## src/rtl/adlg_fifo.sv

```systemverilog
// ----------------------------------------------------------------------------
// adlg_fifo - small register queue
// Decouples the classifying front from the comparing back.
// ----------------------------------------------------------------------------
module adlg_fifo #(
   parameter int WIDTH = 8,
   parameter int DEPTH = 4,
   localparam int PW = (DEPTH > 1) ? $clog2(DEPTH) : 1,
   localparam int CW = $clog2(DEPTH + 1)
) (
   input  logic             clock,
   input  logic             reset,
   input  logic             push,
   input  logic [WIDTH-1:0] push_data,
   output logic             full,
   input  logic             pop,
   output logic             pop_valid,
   output logic [WIDTH-1:0] pop_data
);

   logic [WIDTH-1:0] mem_ff [DEPTH];
   logic [PW-1:0]    wr_ptr_ff, wr_ptr_in;
   logic [PW-1:0]    rd_ptr_ff, rd_ptr_in;
   logic [CW-1:0]    count_ff, count_in;

   function automatic logic [PW-1:0] ptr_next(input logic [PW-1:0] p);
      return (p == PW'(DEPTH - 1)) ? '0 : p + PW'(1);
   endfunction

   always_comb begin
      full      = (count_ff == CW'(DEPTH));
      pop_valid = (count_ff != '0);
      pop_data  = mem_ff[rd_ptr_ff];
      wr_ptr_in = push ? ptr_next(wr_ptr_ff) : wr_ptr_ff;
      rd_ptr_in = pop ? ptr_next(rd_ptr_ff) : rd_ptr_ff;
      count_in  = count_ff + CW'(push) - CW'(pop);
   end

   always_ff @(posedge clock) begin
      if (reset) begin
         wr_ptr_ff <= '0;
         rd_ptr_ff <= '0;
         count_ff  <= '0;
      end else begin
         wr_ptr_ff <= wr_ptr_in;
         rd_ptr_ff <= rd_ptr_in;
         count_ff  <= count_in;
      end
   end

   always_ff @(posedge clock) begin
      if (push) begin
         mem_ff[wr_ptr_ff] <= push_data;
      end
   end

endmodule

```

## config.mk

```make
export PLATFORM = sky130hd
export DESIGN_NAME = adlg_fifo
export DESIGN_NICKNAME = d
export VERILOG_FILES = /design/src/rtl/adlg_fifo.sv
export SDC_FILE = /design/constraint.sdc
export NUM_CORES = 1
export LEC_CHECK = 0
export BUFFER_PORTS_ARGS = -buffer_cell sky130_fd_sc_hd__buf_2
export CORE_AREA = 2 2 72 74
export CTS_CLUSTER_DIAMETER = 150
export DETAILED_ROUTE_END_ITERATION = 8
export DIE_AREA = 0 0 74 76
export PLACE_DENSITY = 0.54
export SLEW_MARGIN = 20
export SYNTH_ARGS = -nofsm -noshare
export SYNTH_HDL_FRONTEND = slang
export SYNTH_SLANG_ARGS = --single-unit
export TNS_END_PERCENT = 30
```

## constraint.sdc

```tcl
create_clock -name clock -period 3.1 [get_ports clock]
set_input_delay 0.62 -clock clock [delete_from_list [all_inputs] [get_ports clock]]
set_output_delay 0.62 -clock clock [all_outputs]
set_load 0.01 [all_outputs]
```

* Word level (Yosys, flattened, before mapping)
Memory sizes are Yosys's and may differ from the RTL's. A register that Yosys moved wholly into a read port is not among the register bits. Cells that the tools add are included.
Cells by class: $add $sub $neg 4, equality and inequality tests 3, mux-type cells 6, reductions and logical operators 1
Operator list (count):
- 2-bit two-way mux | 4
- 2-bit by 1-bit adder with 2-bit output (second input constant) | 2
- 2-bit equality test (second input constant) | 2
- 3-bit by 1-bit adder with 3-bit output | 1
- 3-bit equality test (second input constant) | 1
- 3-bit nonzero test | 1
- 3-bit by 1-bit subtractor with 3-bit output | 1
- 1-bit two-way mux | 2
Word-level totals: register bits 7, memory bits (writable) 32, bits of input ports 12, output and inout bits 10, logic and storage cells 18, memories kept 1
Memory list:
- mem_ff | depth 4, bits a word 8, rd ports 1, clocked after memory_dff 1, write ports 1, line 21 | logic [WIDTH-1:0] mem_ff [DEPTH];

* Logic depth before layout (Yosys ltp)
Gate-level depths: netlist of run 1.
depth after elaboration 4, gate-level depth with buffers 7

* Least setup slack after synthesis of run 1
No wires, ideal clock.
path kind input-to-reg, start in pop, end reg count_ff[2], arrival 1.871 ns, setup slack 1.164 ns, cell stages on the path 6, path buffers 0, cells stage by stage ha_1 -> inv_1 -> ha_1 -> fa_1 -> xor3_1 -> nor2_1
Between the ends: cells in the longest elaborated chain, start to end 1
Ends and longest elaborated chain:
- from (decl) | line 16 | input logic pop,
- 3-bit by 1-bit subtractor with 3-bit output | line 36 | count_in = count_ff + CW'(push) - CW'(pop);
- to (signal assigned) | line 47 | count_ff <= count_in;
- to (decl) | line 24 | logic [CW-1:0] count_ff, count_in;
Every way passes these cells. A chain may end at the register's enable or synchronous reset.

==> results.cfg, run 1 <==
[status]
status = finished clean

[logic_synthesis]
synth_area_mm2 = 0.00161
synth_compound_area_share_pct = 0.621
synth_fa_ha_area_share_pct = 6.67
synth_top_family_by_area = multiplexers
synthCells = 85
avgSynthCellArea_um2 = 19.0
yosysSeqAreaShare_pct = 70.8
yosys.area_share.simple_pct = 5.66
synth_nets = 105
yosysWarnings = 0
synth_xor_area_share_pct = 1.47
synthMuxAreaShare_pct = 12.4
ys_ff_latch = 41
synth_cell_types = 18

[power_and_ir_drop]
total_power_mw = 1.13
ir_drop_v = 0.000266
p_per_area_mw_per_mm2 = 603
leakagePower_nw = 0.694

[critical_path]
critPathMaxFanout = 8
crit_type = reg2out
cp-start-kind = flop
worstSetupEndpointType = primary output
critPathMaxStageDelay_ps = 680
path_delay_family = flip-flops
rr_worst_depth = 7
r2r-start = count_ff[0]$_SDFF_PP0_
r2r_setup_slack_ps = 1330
worst_ep_arrival_time_ps = 1690
crit_slowest_cell = dfxtp_1
crit_buf_inv = 1
required_ps = 2480
r2r_end = count_ff[2]$_SDFF_PP0_
cp_cell_sequence = mux4_2 -> buf_2

[placed_design]
gp_congestion = 0.666
io_buffers = 21
hpwl_um = 1800
place_ws_ps = 954
dpl.cell_count = 174

[route]
drc = 0
dr.pass1.iters = 4
drt_wl_total_um = 2560
via_per_inst = 4.32
wl_per_cell_um = 14.1
drtIter0Drc = 33
num_vias = 787
postRouteAntennaNets = 0

[job]
max_cap_viol_count = 0

[cells_and_area]
area_growth_pct = 16.3
fill_cells = 472
drive_above_1_share_pct = 33.0
nets = 131
n_antenna_cell = 0
final_cells = 182

[global_routing]
grt_use_total_pct = 10.3
grt_pass1_vias = 801
grt_first_pass_wirelength_um = 4080
gr-total-overflow = 0
antenna_found_initial = 0
grt_max_degree = 14

[floorplanning]
die_h_um = 76
die_area_mm2 = 0.00562
rows = 26
initial_core_util_pct = 32.8
core_area_mm2 = 0.00491
io_pins = 22
die-width_um = 74

[cts]
clk_latency_ps = 290
postCtsHoldBufs = 0
cts_resized = 0
cts_buffers = 5
path_clk_slew_ps = 70
clockRootBuffer = clkbuf_8
postCtsSetupBuffers = 0
htree_levels = 2
clock_path_buffers = 2
cts_tree = built
cts_sinks = 41

[sta]
slew_viol_final = 0
finClkSkew_ps = 7.87
worst_slack_ps = 787
min_period_ps = 2310
finalSetupTns_ps = 0
timing.slew.headroom_pct = 61.9
max_freq_ghz = 0.432
grt_setup_unrepaired = false
period_share_pct = 74.6
finalSetupViolCount = 0
worst_slew_pin_slew_ps = 570
final-hold-violation-count = 0

[hold_path]
min_path_cells = 2
hp-class = reg2reg
worstHoldStart = rd_ptr_ff[0]$_SDFFE_PP0P_
==> through the flow <==
stage	instance area, um^2	hold slack [ps]	util, %
after CTS	1880	530	38.2
after global routing	1880	543	38.2
after detailed placement	1790	514	36.4
final	1880	528	38.2
after floorplan	1610	469	-
after global placement	1790	505	36.4
==> how the worst max path moves through the flow <==
| stage | from | to | cells past startpoint |
|---|---|---|---|
| 2_1_floorplan | pop | count_ff[2]$_SDFF_PP0_ | 6 |
| 3_3_place_gp | pop | count_ff[2]$_SDFF_PP0_ | 7 |
| 3_5_place_dp | pop | count_ff[2]$_SDFF_PP0_ | 7 |
| 4_1_cts | flop | pop_data[6] | 2 |
| 5_1_grt | flop | pop_data[6] | 2 |
| 6_report | flop | pop_data[4] | 2 |
==> flip-flops by register name (all words and copies together) (netlist names), named ones only <==
register	flops
count_ff	3
mem_ff	32
rd_ptr_ff	2
wr_ptr_ff	2
==> layout make-up <==
cell class	instances	area (um^2)	area share [%]
clock buffer	5	68.8	3.67
clock inverter	3	17.5	0.934
inverter	6	22.5	1.20
multi-input combinational	36	433	23.1
sequential	41	1140	60.8
tap	70	87.6	4.67
timing repair buffer	21	105	5.60
==> Yosys cell counts, drive strengths merged <==
library cell,number,area (um^2)
a21oi,2,10.0
and2,4,25.0
and3,1,6.26
buf,1,11.3
clkbuf,1,5.00
dfxtp,9,180
edfxtp,32,961
fa,1,20.0
ha,7,87.6
inv,6,22.5
mux2i,2,20.0
mux4,8,180
nand2b,2,12.5
nor2,3,11.3
nor2b,2,12.5
or3,1,6.26
or3b,2,17.5
xor3,1,23.8
==> worst reg2reg max path, cell delays in order (launching register included) <==
cell and delay [ps]:
dfxtp_1 330, inv_1 50, ha_1 260, inv_1 40
ha_1 190, fa_1 400, xor3_1 360, nor2_1 90
==> cell families after synthesis <==
| family | count (synthesis) |
|---|---|
| flops | 41 |
| simple gates | 15 |
| mux | 10 |
| buf+inv | 8 |
| fa+ha+maj | 8 |
| compound gates | 2 |
| xor+xnor | 1 |
==> cell usage in the layout, fill, tap and decap left out, drive strengths merged <==
master and n:
or3 1, clkinv 2, fa 1, clkinvlp 1, ha 7, and2 4, inv 6, dfxtp 9
nor2 3, edfxtp 32, xor3 1, clkbuf 5, and3 1, mux4 8, nand2b 2, a21oi 2
mux2i 2, or3b 2, nor2b 2, buf 21
==> layer usage <==
layer	routed length (um)	global-route usage, %	vias up
met1	1090	12.7	388
met3	197	4.50	4
met4	38	5.45	0
met5	0	0	-
met2	1230	14.9	24
li1	-	-	371
==> power breakdown <==
group | leakage [nW] | internal [mW] | switching, mW
sequential | 0.368 | 0.627 | 0.0217
clock | 0.0439 | 0.155 | 0.177
combinational | 0.281 | 0.0834 | 0.0673
(Power assumes the default switching activity.)
==> run 2, diff against run 1 <==
==> constraint.sdc (replaced) <==
create_clock -name clock -period 2.3 [get_ports clock]
set_input_delay 0.46 -clock clock [delete_from_list [all_inputs] [get_ports clock]]
set_output_delay 0.46 -clock clock [all_outputs]
set_load 0.01 [all_outputs]
==> run 2 against run 1 <==
  * Clock power rose by 75%
  * Largest cell class unchanged
  * Critical path type unchanged
  * Core utilization increased by 0.74 points
  * Worst hold slack worse by 150 ps
  * Largest power group unchanged
  * Non-clock buffer count rose by 1
  * Flip-flop and latch count stayed put
  * Critical endpoint unchanged
  * Die area did not move
==> results.cfg, run 2 (synthesis gave the netlist of run 1 again) <==
[placed_design]
gp_congestion = 0.670
io_buffers = 21
place_ws_ps = 332

[critical_path]
critPathMaxFanout = 8
crit_type = reg2out
r2r_end = count_ff[2]$_SDFF_PP0_
cp-start-kind = flop
worst_ep_arrival_time_ps = 1490
crit_end = pop_data[4]
r2r-start = count_ff[0]$_SDFF_PP0_
r2r_setup_slack_ps = 580
required_ps = 1840
worstSetupEndpointType = primary output
rr_worst_depth = 7

[route]
drt_wl_total_um = 2560
dr.pass1.iters = 3
via_per_inst = 4.22
wl_per_cell_um = 14.0
postRouteAntennaNets = 0
num_vias = 773
drc = 0
drtIter0Drc = 65

[cells_and_area]
nets = 132
area_growth_pct = 18.5
top_register = mem_ff
utilization_pct = 38.9
multiInputGateArea_um2 = 433
final_common_cell = edfxtp_1
regArea_mm2 = 0.00114
n_antenna_cell = 0
largest_reg_flops = 32
reg.largest.list = mem_ff (32), count_ff (3)
fill_cells = 473
drive_above_1_share_pct = 33.6
layout_common_cells = 32 x edfxtp_1, 21 x buf_2, 9 x dfxtp_1, 8 x mux4_2, 7 x ha_1

[sta]
max_freq_ghz = 0.512
worst_hold_slack_ps = 377
finalSetupViolCount = 0
slew_viol_final = 0
worst_slack_ps = 347
final-hold-violation-count = 0
grt_setup_unrepaired = false
worst_slew_pin_slew_ps = 463
timing.slew.headroom_pct = 69.1
period_share_pct = 84.9
min_period_ps = 1950
finClkSkew_ps = 7.03
finalSetupTns_ps = 0

[floorplanning]
rows = 26
die_area_mm2 = 0.00562
initial_core_util_pct = 32.8
die_h_um = 76
core_area_mm2 = 0.00491
io_pins = 22
die-width_um = 74

[cts]
postCtsHoldBufs = 0
postCtsSetupBuffers = 0
clock_path_buffers = 2
cts_sinks = 41
cts_tree = built
path_clk_slew_ps = 80
clockRootBuffer = clkbuf_8
clk_latency_ps = 300
htree_levels = 2
cts_buffers = 5
cts_resized = 0

[hold_path]
hp-class = in2reg

[global_routing]
gr-total-overflow = 0
grt_first_pass_wirelength_um = 4060
grt_use_total_pct = 10.1
grt_pass1_vias = 834
antenna_found_initial = 0
grt_max_degree = 15

[status]
status = finished clean

[power_and_ir_drop]
ir_drop_v = 0.000385
p_per_area_mw_per_mm2 = 866
leakagePower_nw = 0.709
total_power_mw = 1.66

[job]
max_cap_viol_count = 0
-- run 2: worst min path at each step --
stage | start | endpoint | slack [ps] | cells after the start
4_1_cts | push_data[3] | mem_ff[0][3]$_DFFE_PP_ | 370 | 1
6_report | push_data[3] | mem_ff[0][3]$_DFFE_PP_ | 380 | 1
3_3_place_gp | wr_ptr_ff[0]$_SDFFE_PP0P_ | wr_ptr_ff[0]$_SDFFE_PP0P_ | 510 | 2
5_1_grt | push_data[4] | mem_ff[2][4]$_DFFE_PP_ | 370 | 1
2_1_floorplan | rd_ptr_ff[0]$_SDFFE_PP0P_ | flop | 470 | 2
3_5_place_dp | rd_ptr_ff[0]$_SDFFE_PP0P_ | rd_ptr_ff[0]$_SDFFE_PP0P_ | 510 | 2
-- run 2: area by class of cell --
type	count	area share, %
clock buffers	5	3.60
clock inverters	3	2.42
inverters	6	1.18
multi-input cells	36	22.6
flip-flops and latches	41	59.7
well taps	70	4.58
repair buffers	22	5.89
-- run 2: stage by stage --
stage,cells,cell area [um^2]
after detailed placement,175,1800
after CTS,183,1910
after floorplan,85,1610
after global routing,183,1910
final,183,1910
after global placement,175,1800
-- run 2: critical path, cell delays in order, from the launching register on --
cell     delay, ps
dfxtp_1        310
buf_4          210
mux4_2         530
buf_2          150
-- run 2: layer usage --
layer  GRT usage (%)  part of all wire [%]  wire length [um]
met1            13.4                    45              1160
met2            13.8                    46              1180
met3            4.23                   6.2               159
met4            5.45                   2.1                55
met5               0                     0                 0
-- run 2: where the power goes --
part	switching [mW]	internal, mW	total, mW
logic	0.0940	0.113	0.207
clock network	0.256	0.325	0.581
registers	0.0238	0.844	0.868
