File: config.mk
export PLATFORM = sky130hd
export DESIGN_NAME = adlg_front
export DESIGN_NICKNAME = d
export VERILOG_FILES = /design/src/rtl/adlg_pkg.sv /design/src/rtl/adlg_front.sv
export SDC_FILE = /design/constraint.sdc
export NUM_CORES = 1
export LEC_CHECK = 0
export ABC_CLOCK_PERIOD_IN_PS = 5400
export BUFFER_PORTS_ARGS = -buffer_cell sky130_fd_sc_hd__buf_2
export CORE_AREA = 5 5 119 121
export CTS_BUF_LIST = sky130_fd_sc_hd__clkbuf_2
export DETAILED_ROUTE_END_ITERATION = 8
export DIE_AREA = 0 0 124 126
export HOLD_SLACK_MARGIN = 0.1
export PLACE_DENSITY = 0.53
export SLEW_MARGIN = 20
export SYNTH_ARGS = -nofsm -noshare
export SYNTH_HDL_FRONTEND = slang
export SYNTH_SLANG_ARGS = --single-unit
File: constraint.sdc
create_clock -name clock -period 5.4 [get_ports clock]
set_input_delay 0.54 -clock clock [delete_from_list [all_inputs] [get_ports clock]]
set_output_delay 0.54 -clock clock [all_outputs]
set_load 0.01 [all_outputs]
File: src/rtl/adlg_pkg.sv
// ----------------------------------------------------------------------------
// adlg_pkg - shared types and constants of the adjacent duplicate line grouper
// Item codes, byte constants, register indexes, queue sizes, the transaction
// types that pass between the parts and the helper that builds a result.
// ----------------------------------------------------------------------------
package adlg_pkg;

   // request type codes
   localparam logic REQ_TEXT = 1'b0;
   localparam logic REQ_END  = 1'b1;

   // bytes of interest
   localparam logic [7:0] CH_SPACE   = 8'h20;
   localparam logic [7:0] CH_TAB     = 8'h09;
   localparam logic [7:0] CH_NEWLINE = 8'h0A;

   // configuration port
   localparam int CSR_INDEX_W = 3;
   localparam int CSR_DATA_W  = 16;
   localparam logic [CSR_INDEX_W-1:0] CSR_FIELDS_TO_SKIP  = 3'd0;
   localparam logic [CSR_INDEX_W-1:0] CSR_CHAR_SKIP       = 3'd1;
   localparam logic [CSR_INDEX_W-1:0] CSR_CHAR_SKIP_EXTRA = 3'd2;
   localparam logic [CSR_INDEX_W-1:0] CSR_SHOW_UNIQUE     = 3'd3;
   localparam logic [CSR_INDEX_W-1:0] CSR_SHOW_DUPLICATE  = 3'd4;
   localparam logic [CSR_INDEX_W-1:0] CSR_PREFIX_COUNT    = 3'd5;

   // queue between front and back, and result queue
   localparam int MQ_DEPTH = 4;
   localparam int OQ_DEPTH = 4;
   localparam int OQ_PW    = $clog2(OQ_DEPTH);
   localparam int OQ_CW    = $clog2(OQ_DEPTH + 1);

   // one classified byte or end-of-input marker
   typedef struct packed {
      logic       eoi;
      logic [7:0] text_byte;
      logic       is_key;
      logic       in_range;
   } key_item_type;

   // one closed group
   typedef struct packed {
      logic [31:0] group_first_line;
      logic [15:0] group_size;
      logic        emit_line;
      logic        with_count;
      logic        key_overflow;
      logic        last;
   } result_type;

   function automatic result_type make_result(
      input logic [31:0] first_line,
      input logic [15:0] size,
      input logic        ovf,
      input logic        show_unique,
      input logic        show_duplicate,
      input logic        prefix_count,
      input logic        is_last
   );
      result_type r;
      logic       many;
      many               = (size != 16'd1);
      r.group_first_line = first_line;
      r.group_size       = size;
      r.emit_line        = prefix_count | (show_unique & ~many) | (show_duplicate & many);
      r.with_count       = prefix_count;
      r.key_overflow     = ovf;
      r.last             = is_last;
      return r;
   endfunction

endpackage

File: src/rtl/adlg_front.sv
// ----------------------------------------------------------------------------
// adlg_front - byte classifier
// Accepts request transactions, tracks the field and character skip of the
// current line and marks key bytes with their position in the key.
// ----------------------------------------------------------------------------
module adlg_front #(
   parameter int KEY_MAX = 256,
   localparam int AW = $clog2(KEY_MAX)
) (
   input  logic                  clock,
   input  logic                  reset,
   input  logic                  req_valid,
   output logic                  req_stall,
   input  logic                  req_type,
   input  logic [7:0]            req_text_byte,
   input  logic [7:0]            fields_to_skip,
   input  logic [15:0]           char_skip,
   input  logic [15:0]           char_skip_extra,
   input  logic                  q_full,
   output logic                  q_push,
   output adlg_pkg::key_item_type q_item,
   output logic [AW-1:0]         q_addr
);

   import adlg_pkg::*;

   localparam int KW = $clog2(KEY_MAX + 1);
   localparam logic [KW-1:0] KP_MAX = KW'(KEY_MAX);

   localparam logic [1:0] PH_BLANKS = 2'd0;
   localparam logic [1:0] PH_FIELD  = 2'd1;
   localparam logic [1:0] PH_CHARS  = 2'd2;
   localparam logic [1:0] PH_KEY    = 2'd3;

   logic          line_open_ff, line_open_in;
   logic [1:0]    phase_ff, phase_in;
   logic [7:0]    fd_ff, fd_in;
   logic [16:0]   cd_ff, cd_in;
   logic [KW-1:0] kp_ff, kp_in;

   logic [1:0]    phase0;
   logic [7:0]    fd0, fd_inc;
   logic [16:0]   cd0, total;
   logic [KW-1:0] kp0;
   logic          blank, is_key, to_chars, accept;

   always_comb begin
      accept    = req_valid && !q_full;
      req_stall = q_full;

      // a new line takes its starting phase from the registers now
      phase0 = line_open_ff ? phase_ff :
               ((fields_to_skip != 8'd0) ? PH_BLANKS : PH_CHARS);
      fd0    = line_open_ff ? fd_ff : '0;
      cd0    = line_open_ff ? cd_ff : '0;
      kp0    = line_open_ff ? kp_ff : '0;
      total  = {1'b0, char_skip} + {1'b0, char_skip_extra};
      blank  = (req_text_byte == CH_SPACE) || (req_text_byte == CH_TAB);
      fd_inc = (fd0 != 8'hFF) ? fd0 + 8'd1 : fd0;

      phase_in = phase0;
      fd_in    = fd0;
      cd_in    = cd0;
      is_key   = 1'b0;
      to_chars = 1'b0;

      unique case (phase0)
         PH_BLANKS: begin
            if (!blank) phase_in = PH_FIELD;
         end
         PH_FIELD: begin
            if (blank) begin
               fd_in = fd_inc;
               if (fd_inc < fields_to_skip) begin
                  phase_in = PH_BLANKS;
               end else begin
                  to_chars = 1'b1;
               end
            end
         end
         PH_CHARS: to_chars = 1'b1;
         PH_KEY:   is_key = 1'b1;
         default:  is_key = 1'b0;
      endcase

      // the blank that ends the last field falls straight into the char skip
      if (to_chars) begin
         if (cd0 < total) begin
            cd_in    = cd0 + 17'd1;
            phase_in = PH_CHARS;
         end else begin
            phase_in = PH_KEY;
            is_key   = 1'b1;
         end
      end

      kp_in        = (is_key && kp0 != KP_MAX) ? kp0 + KW'(1) : kp0;
      line_open_in = (req_text_byte != CH_NEWLINE);

      if (req_type == REQ_END) begin
         line_open_in = 1'b0;
         phase_in     = PH_BLANKS;
         fd_in        = '0;
         cd_in        = '0;
         kp_in        = '0;
      end

      q_push           = accept;
      q_item.eoi       = (req_type == REQ_END);
      q_item.text_byte = req_text_byte;
      q_item.is_key    = is_key && (req_type == REQ_TEXT);
      q_item.in_range  = (kp0 != KP_MAX);
      q_addr           = kp0[AW-1:0];
   end

   always_ff @(posedge clock) begin
      if (reset) begin
         line_open_ff <= 1'b0;
         phase_ff     <= PH_BLANKS;
         fd_ff        <= '0;
         cd_ff        <= '0;
         kp_ff        <= '0;
      end else if (accept) begin
         line_open_ff <= line_open_in;
         phase_ff     <= phase_in;
         fd_ff        <= fd_in;
         cd_ff        <= cd_in;
         kp_ff        <= kp_in;
      end
   end

endmodule

=== Word-level counts from Yosys, hierarchy flattened ===
Cells that the tools add are included.
W data, S select, Z words.

* Output and inout bits: 21
* Bits in registers: 37

* $add $sub $neg: 4
* Bitwise operators: 1
* Reductions and logical operators: 7
* Multiplexer cells: 28
* Order comparisons: 2
* Eq/ne operators: 8

{| class="wikitable"
|+ Operators with widths
! cell !! number
|-
| $mux W17 || 4
|-
| $mux W8 || 5
|-
| $mux W9 || 3
|-
| $add A16 B16 Y17 || 1
|-
| $add A17 B1 Y17 const B || 1
|-
| $lt A17 B17 Y1 || 1
|-
| $mux W2 || 7
|-
| $add A9 B1 Y9 const B || 1
|-
| $ne A9 B9 Y1 const B || 1
|-
| $add A8 B1 Y8 const B || 1
|-
| $eq A8 B4 Y1 const B || 1
|-
| $eq A8 B6 Y1 const B || 1
|-
| $lt A8 B8 Y1 || 1
|-
| $ne A8 B4 Y1 const B || 1
|-
| $ne A8 B8 Y1 const B || 1
|-
| $reduce_bool A8 Y1 || 1
|-
| $mux W1 || 7
|-
| $eq A2 B2 Y1 const B || 2
|-
| $pmux W2 S2 || 1
|-
| $logic_and A1 B1 Y1 || 3
|-
| $eq A2 B1 Y1 const B || 1
|-
| $logic_not A2 Y1 || 1
|-
| $pmux W1 S2 || 1
|-
| $logic_not A1 Y1 || 1
|-
| 2 further kinds || 2
|}

=== Depth between registers and ports, before layout ===
Gate-level depths: netlist (run 1).

* Word-level depth: 11
* Depth in mapped cells: 22
* Mapped depth without buffers: 19

=== Least setup slack after synthesis (run 1) ===
OpenSTA, ideal clock, no wires.

* Kind: flip-flop to output port
* From: reg line_open_ff
* To: out q_item[1] in the netlist's numbering
* Stages on the path, launching flop included: 21
* Setup slack: 0.605 ns
* Arrival time: 4.255 ns
* Path through: dfxtp_1 buf_2 clkbuf_1 clkbuf_1 clkbuf_1 clkbuf_1 and2_1 ha_1 and4_4 nand3_1 and3_1 nand2_1 xnor2_1 and2_1 ha_1 nand4_1 nor2_1 a2111oi_2 a31oi_1 a21oi_2 nor2_1

{| class="wikitable"
|+ RTL lines
! element !! RTL line !! source
|-
| from (decl) || adlg_front.sv:35 || <nowiki>logic line_open_ff, line_open_in;</nowiki>
|-
| from (signal assigned) || adlg_front.sv:124 || <nowiki>line_open_ff <= line_open_in;</nowiki>
|-
| to (decl) || adlg_front.sv:21 || <nowiki>output adlg_pkg::key_item_type q_item,</nowiki>
|}

==> metrics, run 1 <==
Die Area 0.0156 mm2; flop2flop setup slack roughly 0.93 ns; gr ovfl total 0; total wire length 10.1 mm; static leakage 1.90 nW; Startpoint Class input pin; status complete, no violations; number of global-route vias before repair 3631; P_sw 0.000202 W; Via density 5.18; Hold WC Path Type flip-flop to flip-flop; Hold Buf Count CTS 0; gpl congestion 0.850; die width 124 um; post-synthesis cell type count 68; M1 WL 4.85 mm; cell-internal power 0.000375 W; share of layout cells above drive strength 1 18.6%; Detail Route Antenna Nets 0; maximum clock frequency about 200 MHz; maximum root-to-sink buffer count 2; RSZ-0062 raised after global routing no; Worst Reg-to-Reg Cells 17; Reg-to-Reg Start line_open_ff$_SDFFE_PP0P_; Async SR Flop Fraction 0%; Final #Nets 653; Compound-Gate Fraction of Synth Area 24.2%; CTS tree built; drt first-iter violations 190; vias post-DR 3776; CTS root buf clkbuf_2; Yosys warning total 0; Max-slew headroom 33.6%; port bufs 73; first-pass iteration count of the detailed router 5; clock share of power 23.0%; met2 WL post-DR 4.77 mm; fin cells 729; Combinational Power Share between 20% and 30%; worst-skew pair later-pin latency about 0.42 ns; Synth Area in XOR/XNOR under 10%; Max Cap Viol 0; Critical Path Sink Type output pin; setup_tns 0 ns; Synth Register Bits 37; period utilisation layout roughly 90%; ys flop type dfxtp_1; Reg power frac 47.8%; Placed Instances about 700; Row Count 42; highest-count cells in the layout ignoring fill and taps buf_2, nand2_1, ha_1, nor2_1, dfxtp_1; pin count of the biggest net entering global routing 40; hold path startpoint cd_ff[15]$_SDFFE_PP0P_; Setup Skew 0.0147 ns; Seq/Total Area, Yosys a little under 20%; Wirelength per Cell 13.9 um; CTS H-tree depth 2; top routing layer used met4; met3 WL post-DR 389 um; final hold violations 0; Post-Syn Instances 492; CP delay by family, top compound AO/OA/AOI/OAI gates; Crit Path Class input pin to output pin; Critical Path Fanout Max 10; DRC viols 0; Die H 126 um; commonest non-fill, non-tap cell in the layout buf_2; gr usage total 12.9%; core area roughly 0.013 mm2; Reg clk slew, reported paths 0.19 ns; first-pass GRT wire length 16.8 mm; power per cell area 134 mW/mm2; hpwl dp 7.88 mm; Adder-Cell Fraction of Synth Area 16.2%; CTS Sinks 37; IO Pins 74; worst stage delay on the critical path roughly 0.4 ns; Worst EP arrival approximately 4.5 ns; Post-Synth Simple-Gate Area 27.7%; peak supply drop 0.0536 mV; Worst-Margin Slew around 1 ns; Min-Delay Path Depth 2; Max Slew Vio Count 0; minimum clock period 5.00 ns; total CTS buffers 5; largest family of logic cells by synthesized area simple AND/OR/NAND/NOR gates; Reg-to-Reg End kp_ff[1]$_SDFFE_PP0P_; Post-Syn Area 0.00376 mm2; Ant. Diodes 0; Required @ worst endpoint 4.86 ns; syn avg cell area roughly 7.7 um2; sw frac 35.0%; crit path from char_skip[0]; CP bufs+invs 2; critical path, cell by cell buf_2, ha_1, fa_1, a21oi_1, o21ai_1, nor4_2, o31ai_1, o41a_1, a311oi_2, xor2_1, ha_1, a21o_1, a21o_1, a21oi_1, o211ai_1, a21oi_4, nor2_1, buf_2; Starting Density between 20% and 30%; slowest CP cell fa_1; Final setup viols 0; post-synthesis mux area share 0.598%; WHS Endpoint cd_ff[15]$_SDFFE_PP0P_; Mapped Nets 593; P&R area growth vs syn 14.8%; initial antenna violation count 0; number of synthesized flops with an enable pin 0
-- flip-flops by register name, summed over array words and instances (netlist names) --
register / flops
cd_ff: 17
fd_ff: 8
kp_ff: 9
line_open_ff: 1
phase_ff: 2
-- worst max path at each step --
stage,slack [ns],cells past startpoint,endpoint
global route,0.07,19,q_item[1]
detailed placement,0.10,20,cd_ff[5]$_SDFFE_PP0P_
global placement,0.20,20,cd_ff[5]$_SDFFE_PP0P_
CTS,0.15,18,q_item[1]
floorplan,0.60,20,q_item[1]
finish,0.40,18,q_item[1]
-- stage by stage --
stage | power, W | setup WS [ns] | utilization (%) | hold WS, ns | area (um2)
final | 0.000577 | 0.401 | 33.3 | 0.484 | 4320
after global routing | 0.000617 | 0.0742 | 33.3 | 0.512 | 4320
after CTS | 0.000581 | 0.146 | 33.1 | 0.485 | 4290
after detailed placement | 0.000449 | 0.101 | 32.8 | 0.445 | 4260
after global placement | 0.000445 | 0.200 | 32.8 | 0.441 | 4250
after floorplan | 0.000400 | 0.605 | - | 0.425 | 3760
-- timing repair --
action                                 CTS  global route
resized for setup                        0             3
buffers inserted                         0             1
setup endpoints to repair                0             1
endpoints found under the hold margin    0             0
-- cell families after synthesis --
kind of cell | after synthesis
AOI/OAI and AO/OA | 131
DFF | 37
and+or+nand+nor | 197
adders and majority gates | 48
buffers and inverters | 54
xor gates and xnor gates | 23
muxes | 2
-- area by class of cell --
| class | count | area, um2 |
|---|---|---|
| Clock buffer | 5 | 25.0 |
| Clock inverter | 3 | 12.5 |
| Tap cell | 176 | 220 |
| Sequential cell | 37 | 741 |
| Fill cell | 1414 | 8660 |
| Inverter | 28 | 105 |
| Multi-Input combinational cell | 401 | 2810 |
| Timing Repair Buffer | 79 | 410 |
-- layer usage --
layer	vias up	track usage, %
li1	1919	-
met1	1767	17.0
met2	77	22.2
met3	13	1.66
met4	0	3.22
met5	-	0
-- power groups by stage --
stage                     clock network [W]  registers, W  logic (W)
after floorplan                           0      0.000280   0.000119
after global placement                    0      0.000281   0.000164
after detailed placement                  0      0.000281   0.000168
after CTS                          0.000135      0.000276   0.000170
after global routing               0.000147      0.000276   0.000193
final                              0.000132      0.000276   0.000169
-- cell usage after synthesis (4+ instances only) --
cell | number | area share (%)
o211ai_1 | 5 | 1.0
and2_1 | 25 | 4.2
nand2_1 | 55 | 5.5
nand4_1 | 6 | 1.0
a21oi_1 | 28 | 3.7
nand2b_1 | 6 | 1.0
clkbuf_1 | 15 | 1.5
dfxtp_1 | 37 | 20
a22o_1 | 4 | 0.93
inv_1 | 28 | 2.8
nor4_1 | 7 | 1.2
o21ai_0 | 21 | 2.8
and3_1 | 7 | 1.2
o31ai_1 | 8 | 1.6
nor3_1 | 12 | 1.6
a22oi_1 | 6 | 1.2
a21o_1 | 9 | 1.8
nor2_1 | 37 | 3.7
a31oi_1 | 15 | 2.5
nand3_1 | 17 | 2.3
xnor2_1 | 11 | 2.6
ha_1 | 47 | 16
buf_4 | 10 | 2.0
xor2_1 | 12 | 2.8
-- worst reg2reg max path, stage by stage (launching register included) --
cell      delay (ns)
dfxtp_1         0.67
and2_1          0.26
ha_1            0.20
and4_4          0.26
nand3_1         0.16
and3_1          0.25
nand2_1         0.09
xnor2_1         0.05
and2_1          0.18
ha_1            0.30
nand4_1         0.12
nor2_1          0.27
nand4b_4        0.13
a31oi_1         0.53
a21oi_4         0.20
nor2_1          0.35
o21ai_0         0.14
a32o_1          0.23
Note: power is estimated with default switching activity, not from simulation.
==> run 2, diff against run 1 <==
- CAP_MARGIN: not set -> 40
- CORE_AREA: 5 5 119 121 -> 5 5 92 94
- DIE_AREA: 0 0 124 126 -> 0 0 97 99
- PLACE_DENSITY: 0.53 -> 0.79
==> metrics, run 2 (synthesis gave the netlist of run 1 again) <==
setup_tns 0 ns (unchanged); CTS Sinks 37 (unchanged); biggest regs cd_ff (17), kp_ff (9), fd_ff (8); first-pass GRT wire length 16.1 mm (-4.3%); worst-skew pair later-pin latency 0.39 ns (-0.03 ns); most flop-heavy register cd_ff; fin area 0.00421 mm2 (-2.7%); static leakage 1.89 nW (-0.60%); gr ovfl total 0 (unchanged); commonest non-fill, non-tap cell in the layout buf_2; IO Pins 74 (unchanged); vias post-DR 3819 (+1.1%); CTS tree built; power per cell area 135 mW/mm2 (+0.74%); DP Area 0.00414 mm2 (-2.7%); gpl congestion 0.887 (+4.3%); Reg clk slew, reported paths 0.18 ns (about the same); Die Area 0.00960 mm2 (-39%); max reg flops 17 (unchanged); maximum clock frequency 202 MHz (+0.95%); period utilisation layout 91.7% (-0.87 points); Critical Path Fanout Max 10 (unchanged); gr usage total 19.3% (+6.4 points); Crit Path Class input pin to output pin; total wire length 9.46 mm (-6.5%); Row Count 32 (-24%); Detail Route Antenna Nets 0 (unchanged); total CTS buffers 5 (unchanged); Ant. Diodes 0 (unchanged); maximum root-to-sink buffer count 2 (unchanged); Worst EP arrival 4.41 ns (-0.05 ns); Startpoint Class input pin; pin count of the biggest net entering global routing 51 (+28%); share of layout cells above drive strength 1 18.1% (-0.48 points); Critical Path Sink Type output pin; final hold violations 0 (unchanged); die width 97 um (-22%); highest-count cells in the layout ignoring fill and taps buf_2, nand2_1, ha_1, nor2_1, dfxtp_1; first-pass iteration count of the detailed router 4 (-1); Max Cap Viol 0 (unchanged); Starting Density 49.8% (+21 points); Required @ worst endpoint 4.86 ns (about the same); Hold WC Path Type flip-flop to flip-flop; Die H 99 um (-21%); number of global-route vias before repair 3770 (+3.8%); port bufs 73 (unchanged); core area 0.00757 mm2 (-42%); Final #Nets 651 (-0.31%); Max Slew Vio Count 0 (unchanged); P&R area growth vs syn 11.7%; RSZ-0062 raised after global routing no; hpwl dp 7.46 mm (-5.3%); drt first-iter violations 282 (+48%); Post-CTS Repair Setup Buffers 0 (unchanged); CTS H-tree depth 2 (unchanged); peak supply drop 0.0578 mV (+7.9%); Max-slew headroom 40.2% (+6.5 points); status complete, no violations; Setup Skew 0.0184 ns (+0.00373 ns); Wirelength per Cell 14.5 um (+4.3%); Via density 5.85 (+13%); initial antenna violation count 0 (unchanged); DRC viols 0 (unchanged); CTS root buf clkbuf_2; minimum clock period 4.95 ns (-0.0469 ns); Worst-Margin Slew 0.894 ns (-0.0979 ns); Final setup viols 0 (unchanged)
run 2: changes by cell type in the layout (fill, tap and decap cells not counted), sizes merged:
cell | previous run | this run
buf | 79 | 77
run 2: stage by stage:
| step | util [%] | std cells | hold slack, ns | power [W] | setup slack, ns |
|---|---|---|---|---|---|
| 2_1_floorplan | - | 492 | 0.425 | 0.000400 | 0.605 |
| 3_3_place_gp | 54.7 | 643 | 0.440 | 0.000441 | 0.301 |
| 3_5_place_dp | 54.7 | 644 | 0.449 | 0.000446 | 0.123 |
| 4_1_cts | 55.2 | 652 | 0.490 | 0.000566 | 0.180 |
| 5_1_grt | 55.6 | 653 | 0.522 | 0.000603 | 0.0200 |
| 6_report | 55.6 | 653 | 0.483 | 0.000566 | 0.448 |
run 2: repair_timing:
item / 4_1_cts / 5_1_grt
gates resized for setup: 0 / 3
setup endpoints to repair: 0 / 1
hold buffers: 0 / 0
run 2: power by group:
part	switching (W)	internal (W)	total, W
Clock	0.0000936	0.0000284	0.000122
Sequential	0.000000710	0.000274	0.000275
Combinational	0.0000965	0.0000726	0.000169
run 2: final cells by class:
| type | instances | area, um2 |
|---|---|---|
| inverters | 28 | 105 |
| multi-input cells | 401 | 2800 |
| clock inverters | 3 | 12.5 |
| flip-flops and latches | 37 | 741 |
| well taps | 102 | 128 |
| repair buffers | 77 | 393 |
| clock buffers | 5 | 25.0 |
| fillers | 735 | 3360 |
run 2: layer usage:
metal / vias up / global-route usage (%) / share of wire (%)
li1: 1919 / - / -
met1: 1771 / 22.3 / 42
met2: 112 / 36.4 / 51
met3: 17 / 2.55 / 5.3
met4: 0 / 6.48 / 1.2
met5: - / 0 / 0
run 2: path summary, 6_finish.rpt:
| path | startpoint | to | slack [ns] | cells past startpoint |
|---|---|---|---|---|
| min reg2reg | cd_ff[15]$_SDFFE_PP0P_ | cd_ff[15]$_SDFFE_PP0P_ | 0.48 | 2 |
| min | cd_ff[15]$_SDFFE_PP0P_ | cd_ff[15]$_SDFFE_PP0P_ | 0.48 | 2 |
| max | char_skip[0] | q_item[1] | 0.45 | 18 |
| max reg2reg | line_open_ff$_SDFFE_PP0P_ | kp_ff[8]$_SDFFE_PP0P_ | 1.18 | 16 |
run 2: worst max-delay path, cell delays in order:
cell	delay, ns
buf_2	0.10
ha_1	0.23
fa_1	0.41
a21oi_1	0.19
o21ai_1	0.14
nor4_2	0.22
o31ai_1	0.16
o41a_1	0.38
a311oi_2	0.33
xor2_1	0.18
ha_1	0.26
a21o_1	0.16
a21o_1	0.17
a21oi_1	0.16
o211ai_1	0.24
a21oi_4	0.34
nor2_1	0.07
buf_2	0.14
